<file path="src/hw/rtl/seq_receive_window_dedup_assert.svh">
// Assertion macros used by the receive window RTL.
`ifndef SEQ_RECEIVE_WINDOW_DEDUP_ASSERT_SVH
`define SEQ_RECEIVE_WINDOW_DEDUP_ASSERT_SVH

// Same-cycle implication, disabled during reset.
`define SRWD_ASSERT_NOW(label, clk, rst, ante, cons) \
   label: assert property (@(posedge clk) disable iff (rst) (ante) |-> (cons)) \
      else $error("assertion failed");

// Next-cycle implication, disabled during reset.
`define SRWD_ASSERT_NEXT(label, clk, rst, ante, cons) \
   label: assert property (@(posedge clk) disable iff (rst) (ante) |=> (cons)) \
      else $error("assertion failed");

`endif

</file>
<file path="src/hw/rtl/srwd_pkg.sv">
// Types and constants of the per-peer receive window.
package srwd_pkg;

   localparam int SeqW      = 16;
   localparam int PeerW     = 4;
   localparam int PeerSpan  = 16;
   localparam int HistOutW  = 32;
   localparam int VerdictW  = 2;

   localparam logic KIND_RECV  = 1'b0;
   localparam logic KIND_QUERY = 1'b1;

   localparam logic [VerdictW-1:0] VERDICT_ACCEPT  = 2'd0;
   localparam logic [VerdictW-1:0] VERDICT_DUP     = 2'd1;
   localparam logic [VerdictW-1:0] VERDICT_TOO_OLD = 2'd2;
   localparam logic [VerdictW-1:0] VERDICT_UNUSED  = 2'd3;

   typedef struct packed {
      logic            kind;
      logic [PeerW-1:0] peer;
      logic [SeqW-1:0]  seq;
   } req_type;

   typedef struct packed {
      logic [VerdictW-1:0] verdict;
      logic                ack_valid;
      logic [SeqW-1:0]     ack_seq;
      logic [HistOutW-1:0] ack_history;
   } rsp_type;

endpackage

</file>
<file path="src/hw/rtl/seq_receive_window_dedup.sv">
// Top level: per-peer receive window with duplicate and age filtering.
//
//   channel | direction | handshake              | payload
//   --------+-----------+------------------------+---------------------
//   req     | in        | req_valid / req_ready  | srwd_pkg::req_type
//   rsp     | out       | rsp_valid / rsp_ready  | srwd_pkg::rsp_type
//
// One transaction per cycle sustained while rsp is not stalled; a result is
// registered on rsp once its request has passed the stages (read, then update).
// The per-peer read-modify-write on the window memory sets the rate; a write
// to the same peer as the following request is forwarded, so no bubble.
// seen_ff lives in flip-flops that reset clears at once: no clearing pass.
// A stall on rsp holds the update stage, which in turn drops req_ready.
// Reset is synchronous and active high.
module seq_receive_window_dedup #(
   parameter int PEERS  = 16,
   parameter int WINDOW = 32
) (
   input  logic              clock,
   input  logic              reset,
   input  logic              req_valid,
   output logic              req_ready,
   input  srwd_pkg::req_type req_data,
   output logic              rsp_valid,
   input  logic              rsp_ready,
   output srwd_pkg::rsp_type rsp_data
);

   // Only peers reachable through the 4-bit peer field get storage.
   localparam int DEPTH = (PEERS < srwd_pkg::PeerSpan) ? PEERS : srwd_pkg::PeerSpan;
   localparam int AW    = (DEPTH > 1) ? $clog2(DEPTH) : 1;
   localparam int SW    = $clog2(WINDOW);
   localparam int EW    = srwd_pkg::SeqW + WINDOW;
   localparam logic [srwd_pkg::SeqW-1:0] WinSeq = srwd_pkg::SeqW'(WINDOW);

   // ---------------------------------------------------------------- storage
   // Each entry holds {newest sequence, history}; undefined until written.
   logic [EW-1:0]    win_mem [DEPTH];
   logic [EW-1:0]    rd_data_ff;
   logic [DEPTH-1:0] seen_ff;

   // ------------------------------------------------------------- handshake
   logic              req_fire;
   logic              s1_fire;
   logic              s1_valid_ff, s1_valid_in;
   srwd_pkg::req_type s1_req_ff;
   logic              fwd_hit_ff, fwd_hit_in;
   logic [EW-1:0]     fwd_data_ff;
   logic              rsp_valid_ff, rsp_valid_in;
   srwd_pkg::rsp_type rsp_data_ff, rsp_data_in;

   assign s1_fire   = s1_valid_ff && (!rsp_valid_ff || rsp_ready);
   assign req_ready = !s1_valid_ff || s1_fire;
   assign req_fire  = req_valid && req_ready;

   assign s1_valid_in  = req_fire || (s1_valid_ff && !s1_fire);
   assign rsp_valid_in = s1_fire || (rsp_valid_ff && !rsp_ready);

   // ---------------------------------------------------------- update stage
   logic [AW-1:0]              s1_idx;
   logic                       s1_in_range;
   logic                       s1_is_recv;
   logic                       s1_write;
   logic [EW-1:0]              cur_entry;
   logic [srwd_pkg::SeqW-1:0]  cur_seq;
   logic [WINDOW-1:0]          cur_hist;
   logic                       cur_seen;
   logic [srwd_pkg::SeqW-1:0]  dist_fwd;
   logic [srwd_pkg::SeqW-1:0]  dist_back;
   logic [srwd_pkg::SeqW-1:0]  back_m1;
   logic                       ahead;
   logic                       hist_hit;
   logic [srwd_pkg::SeqW-1:0]  new_seq;
   logic [WINDOW-1:0]          new_hist;
   logic [srwd_pkg::VerdictW-1:0] verdict;
   logic                       new_seen;
   logic [63:0]                hist_wide;

   assign s1_idx      = s1_req_ff.peer[AW-1:0];
   assign s1_in_range = int'(s1_req_ff.peer) < PEERS;
   assign s1_is_recv  = s1_req_ff.kind == srwd_pkg::KIND_RECV;
   assign s1_write    = s1_fire && s1_in_range && s1_is_recv;

   // Take the entry just written by the previous transaction if it matched.
   assign cur_entry = fwd_hit_ff ? fwd_data_ff : rd_data_ff;
   assign cur_seq   = cur_entry[EW-1:WINDOW];
   assign cur_hist  = cur_entry[WINDOW-1:0];
   assign cur_seen  = s1_in_range && seen_ff[s1_idx];

   // Serial arithmetic: newer means a forward distance in 1..32767.
   assign dist_fwd  = s1_req_ff.seq - cur_seq;
   assign dist_back = cur_seq - s1_req_ff.seq;
   assign back_m1   = dist_back - srwd_pkg::SeqW'(1);
   assign ahead     = (dist_fwd != '0) && !dist_fwd[srwd_pkg::SeqW-1];
   assign hist_hit  = (dist_back != '0) && (dist_back <= WinSeq) &&
                      ((cur_hist >> back_m1[SW-1:0]) & WINDOW'(1)) != '0;

   always_comb begin
      new_seq  = cur_seq;
      new_hist = cur_hist;
      verdict  = srwd_pkg::VERDICT_ACCEPT;
      if (s1_in_range && s1_is_recv) begin
         if (!cur_seen) begin
            // first packet from this peer: start a fresh window
            new_seq  = s1_req_ff.seq;
            new_hist = '0;
         end else if (ahead) begin
            new_seq = s1_req_ff.seq;
            if (dist_fwd >= WinSeq) begin
               new_hist = '0;
            end else begin
               new_hist = (cur_hist << dist_fwd[SW-1:0]) |
                          (WINDOW'(1) << (dist_fwd[SW-1:0] - SW'(1)));
            end
         end else if (dist_back == '0 || hist_hit) begin
            verdict = srwd_pkg::VERDICT_DUP;
         end else if (dist_back > WinSeq) begin
            verdict = srwd_pkg::VERDICT_TOO_OLD;
         end else begin
            new_hist = cur_hist | (WINDOW'(1) << back_m1[SW-1:0]);
         end
      end
   end

   assign new_seen  = cur_seen || (s1_in_range && s1_is_recv);
   assign hist_wide = 64'(new_hist);

   always_comb begin
      rsp_data_in.verdict     = verdict;
      rsp_data_in.ack_valid   = new_seen;
      rsp_data_in.ack_seq     = new_seen ? new_seq : '0;
      rsp_data_in.ack_history = new_seen ? hist_wide[srwd_pkg::HistOutW-1:0] : '0;
   end

   // Forward when the incoming request reads the entry written this cycle.
   assign fwd_hit_in = s1_write && (req_data.peer[AW-1:0] == s1_idx);

   // ---------------------------------------------------------------- memory
   always_ff @(posedge clock) begin
      if (s1_write) begin
         win_mem[s1_idx] <= {new_seq, new_hist};
      end
      if (req_fire) begin
         rd_data_ff <= win_mem[req_data.peer[AW-1:0]];
      end
   end

   // ------------------------------------------------------------- registers
   always_ff @(posedge clock) begin
      if (reset) begin
         s1_valid_ff  <= 1'b0;
         rsp_valid_ff <= 1'b0;
         fwd_hit_ff   <= 1'b0;
         seen_ff      <= '0;
      end else begin
         s1_valid_ff  <= s1_valid_in;
         rsp_valid_ff <= rsp_valid_in;
         // Drop the forward flag once its transaction leaves the stage.
         if (req_fire) begin
            fwd_hit_ff <= fwd_hit_in;
         end else if (s1_fire) begin
            fwd_hit_ff <= 1'b0;
         end
         if (s1_write) begin
            seen_ff[s1_idx] <= 1'b1;
         end
      end
   end

   always_ff @(posedge clock) begin
      if (req_fire) begin
         s1_req_ff   <= req_data;
         fwd_data_ff <= {new_seq, new_hist};
      end
      if (s1_fire) begin
         rsp_data_ff <= rsp_data_in;
      end
   end

   assign rsp_valid = rsp_valid_ff;
   assign rsp_data  = rsp_data_ff;

   // ------------------------------------------------------------ assertions
   logic rsp_no_ack;
   logic rsp_ack_zero;
   logic rsp_code_ok;
   logic rsp_stalled;

   assign rsp_no_ack   = rsp_valid_ff && !rsp_data_ff.ack_valid;
   assign rsp_ack_zero = rsp_data_ff.ack_seq == '0 && rsp_data_ff.ack_history == '0;
   assign rsp_code_ok  = rsp_data_ff.verdict != srwd_pkg::VERDICT_UNUSED;
   assign rsp_stalled  = s1_valid_ff && rsp_valid_ff && !rsp_ready;

`include "seq_receive_window_dedup_assert.svh"

   `SRWD_ASSERT_NOW(a_no_ack_zero, clock, reset, rsp_no_ack, rsp_ack_zero)
   `SRWD_ASSERT_NOW(a_verdict_code, clock, reset, rsp_valid_ff, rsp_code_ok)
   `SRWD_ASSERT_NOW(a_ready_low_stall, clock, reset, !req_ready, rsp_stalled)
   `SRWD_ASSERT_NEXT(a_fire_to_rsp, clock, reset, s1_fire, rsp_valid_ff)
   `SRWD_ASSERT_NOW(a_fwd_needs_stage, clock, reset, fwd_hit_ff, s1_valid_ff)

endmodule
</file>
<file path="config.mk">
export PLATFORM = sky130hd
export DESIGN_NAME = seq_receive_window_dedup
export DESIGN_NICKNAME = d
export VERILOG_FILES = /design/src/hw/rtl/srwd_pkg.sv /design/src/hw/rtl/seq_receive_window_dedup.sv
export VERILOG_INCLUDE_DIRS = /design/src /design/src/hw/rtl
export SDC_FILE = /design/constraint.sdc
export NUM_CORES = 1
export LEC_CHECK = 0
export BUFFER_PORTS_ARGS = -buffer_cell sky130_fd_sc_hd__buf_2
export CAP_MARGIN = 20
export CORE_MARGIN = 5
export CORE_UTILIZATION = 39
export DETAILED_ROUTE_END_ITERATION = 8
export PLACE_DENSITY = 0.59
export SYNTH_ARGS = -nofsm -noshare
export SYNTH_HDL_FRONTEND = slang
export SYNTH_SLANG_ARGS = --single-unit
</file>
<file path="constraint.sdc">
create_clock -name clock -period 7.5 [get_ports clock]
set_input_delay 1.5 -clock clock [delete_from_list [all_inputs] [get_ports clock]]
set_output_delay 1.5 -clock clock [all_outputs]
set_load 0.01 [all_outputs]
</file>
==> run metrics <==
DRC violations left=0; post-synthesis sequential area ratio=between 60% and 70%; Leak=15.2 nW; net switching power=approximately 0.0033 W; Clock transition at path regs=approximately 0.060 ns; slowest CP cell=dfxtp_4; CTS Buf Count=98; WL met3=8200 µm; post-DR wirelength/cell=roughly 29 µm; area share of the largest cell type after synthesis=about 69%; CTS tree=yes; worst path cell trace=mux2i_1, inv_1, ha_2, inv_1, fa_1, a21o_1, a21oi_1, xnor2_1, buf_4, nor2_1, nand2_1, o41a_1, buf_4, nand2_1, o211ai_1, nor2_1; final setup fails=0; WHS=around 0.47 ns; DP HPWL=a little under 70000 µm; Slew HR=about a fifth; Die Y-Extent=between 300 and 400 µm; worst setup margin=about 1.3 ns; PortBufs=77; post-synthesis cell type count=87; DRT met1 WL=48300 µm; initial antenna violation count=5; Buf/Inv on CP=4; Antenna Violating Nets Remaining=0; class of the worst hold path=register to register; Synthesized Nets=~2.3k; first-pass GRT wire length=~160000 µm; via/cell ratio=slightly below 6; Final Cycle Share=slightly above 80%; top post-synthesis cells by area=edfxtp_1 (69%), mux4_2 (16%), nand2_1 (1.5%); num rows=~120; post-synthesis cell area=between 40000 and 50000 µm²; Die ar.=around 110000 µm²; RePlAce Congestion=~0.98; Max Used Layer=met5; Crit Path Class=register to register; peak supply drop=between 150 and 200 µV; Post-Route WL=between 100000 and 150000 µm; Clock Power Share=between 30% and 40%; Async SR Flop Fraction=0%; clk root buf=clkbuf_16; Pwr Density=between 200 and 300 nW/µm²; Int Pwr=between 0.009 and 0.01 W; pin count of the biggest net entering global routing=90; Hold Vio Cnt, Final=0; via count=between 20k and 25k; Synthesis Warnings=0; DR pass1 iterations=5; io pins=between 70 and 80; Clock Sinks=between 900 and 1k; Worst-Skew Late Latency=roughly 0.69 ns; share of post-route cells with drive strength above 1=27.2%; post-CTS setup buffer count=0; Max Root-Sink Buffers=3; switching part of the total=roughly a quarter; max-slew violations=0; largest area contributor in the netlist=edfxtp_1; number of synthesized register bits=around 960; Cells after Synth=roughly 2.2k; vias in the first global route=between 20k and 25k; Post-CTS Resized=0; kind of start point of the critical path=register; die span in x=about 330 µm; routed wl met2=roughly 53000 µm; number of synthesized flops with an enable pin=around 940; CTS Hold Bufs=0; sequential share of power=between 40% and 50%; H-tree levels=3; status=finished clean; Initial Utilization=approximately two fifths; RSZ-0062 raised after global routing=no; largest stage delay on the critical path=0.80 ns; setup_tns=0 ns; Synth Flop Type=edfxtp_1; post-route clock skew=0.0495 ns; core box area=approximately 100000 µm²; largest fanout on the critical path=36; Place WS=1.41 ns; synthesis-to-layout area growth=14.2%; Critical Path AT=approximately 6.5 ns; Worst-Margin Slew=1.21 ns; final net count=2432; Crit. End Element=register; initial drt markers=around 2.5k; post-layout min period=between 6 and 7 ns; Crit path max-delay family=simple AND/OR/NAND/NOR gates; GRT Residual Overflow=0; Avg Cell Area, Syn=around 18 µm²; Combinational Power Share=between 10% and 20%; total track usage=between 20% and 30%; Max Cap Viol=0; worst path required time=7.82 ns; fmax=162 MHz
## state kept, by name (all words and copies together) (netlist names)
signal and count:
rsp_data 51, fwd_data_ff 48, rd_data_ff 48, win_mem 768, rsp_valid 1, s1_valid_ff 1
seen_ff 16, s1_req_ff 17, s1_idx 4, fwd_hit_ff 1
## cell type report
type	instances	area, µm²
antenna	1	2.50
clock buffer	112	2530
clock inverter	71	866
fill	8762	57200
inverter	48	180
multi-input combinational	1113	11800
sequential	955	28500
tap	1380	1730
timing repair buffer	152	1020
## through the flow
step                      instance area (µm²)  utilization [%]  cells  power [W]
final                                   46600             44.9   3832     0.0129
after global routing                    46600             44.9   3831     0.0134
after global placement                  43100             41.6   3641    0.00793
after CTS                               46500             44.8   3824     0.0130
after floorplan                         40800                -   2242    0.00734
after detailed placement                43100             41.6   3641    0.00794
## cells in the mapped netlist, drive strengths merged (8+ instances only)
library cell	n
mux2i	59
buf	44
a21o	11
nand3b	8
ha	37
a31oi	9
nor2	119
mux2	22
nand2	162
nand4	12
dfxtp	19
nand3	16
a211oi	12
a21oi	101
inv	47
o21ai	50
mux4	281
and3	9
or3	8
edfxtp	936
a221oi	11
nor3	37
clkbuf	81
xor2	15
xnor2	15
## cells by family (layout without fill, tap and decap cells)
family | after synthesis | after routing | share of synthesized area, %
flops | 955 | 955 | 69.8
other cells | 0 | 1 | 0
xor+xnor | 30 | 30 | 0.662
simple gates | 409 | 409 | 4.52
compound gates | 272 | 272 | 4.44
mux | 362 | 362 | 17.6
fa+ha+maj | 40 | 40 | 1.26
buf+inv | 174 | 383 | 1.77
## cells in the final DEF, fill, tap and decap left out, types with 6 or more instances in the layout
| cell | instances |
|---|---|
| clkbuf_16 | 99 |
| clkinv_2 | 24 |
| edfxtp_1 | 936 |
| nor2_1 | 106 |
| mux4_2 | 281 |
| or3_1 | 7 |
| a21o_1 | 10 |
| xor2_1 | 13 |
| ha_1 | 36 |
| nand2b_1 | 7 |
| clkbuf_1 | 13 |
| nand3_1 | 16 |
| nor3_1 | 33 |
| nand2_1 | 162 |
| mux2i_1 | 59 |
| buf_2 | 74 |
| dfxtp_1 | 18 |
| nor2_4 | 12 |
| and3_1 | 9 |
| nand3b_1 | 8 |
| a221oi_1 | 8 |
| o211ai_1 | 6 |
| a31oi_1 | 9 |
| bufinv_16 | 16 |
| a211oi_1 | 11 |
| buf_4 | 72 |
| a21oi_1 | 98 |
| clkinv_1 | 14 |
| inv_6 | 7 |
| inv_1 | 45 |
| xnor2_1 | 13 |
| nand4_1 | 11 |
| or4_1 | 7 |
| o21ai_0 | 43 |
| mux2_2 | 22 |
## power by group through the flow
stage                     Clock [W]  Combinational, W  Sequential [W]
after floorplan                   0           0.00107         0.00627
after global placement            0           0.00162         0.00630
after detailed placement          0           0.00164         0.00630
after CTS                   0.00518           0.00164         0.00619
after global routing        0.00542           0.00178         0.00620
final                       0.00508           0.00166         0.00619
## tightest hold or removal path, delay by kind of cell (launching register included)
family / cells / cell delay, ns
DFF: 1 / 0.32
and+or+nand+nor: 2 / 0.12
## per-layer routing
metal	GRT usage, %	up-vias
met5	0	-
met4	6.00	4
met3	4.17	174
met2	31.5	881
met1	28.5	11900
li1	-	9416
## path summary, 6_finish.rpt
path | from | endpoint | slack, ns | cells past startpoint
worst max-delay path | fwd_hit_ff | win_mem[11][19] | 1.34 | 16
worst min-delay path | seen_ff[15] | seen_ff[15] | 0.47 | 2
worst max register to register | fwd_hit_ff | win_mem[11][19] | 1.34 | 16
worst min register to register | seen_ff[15] | seen_ff[15] | 0.47 | 2
Power figures use the tool's default switching activity.
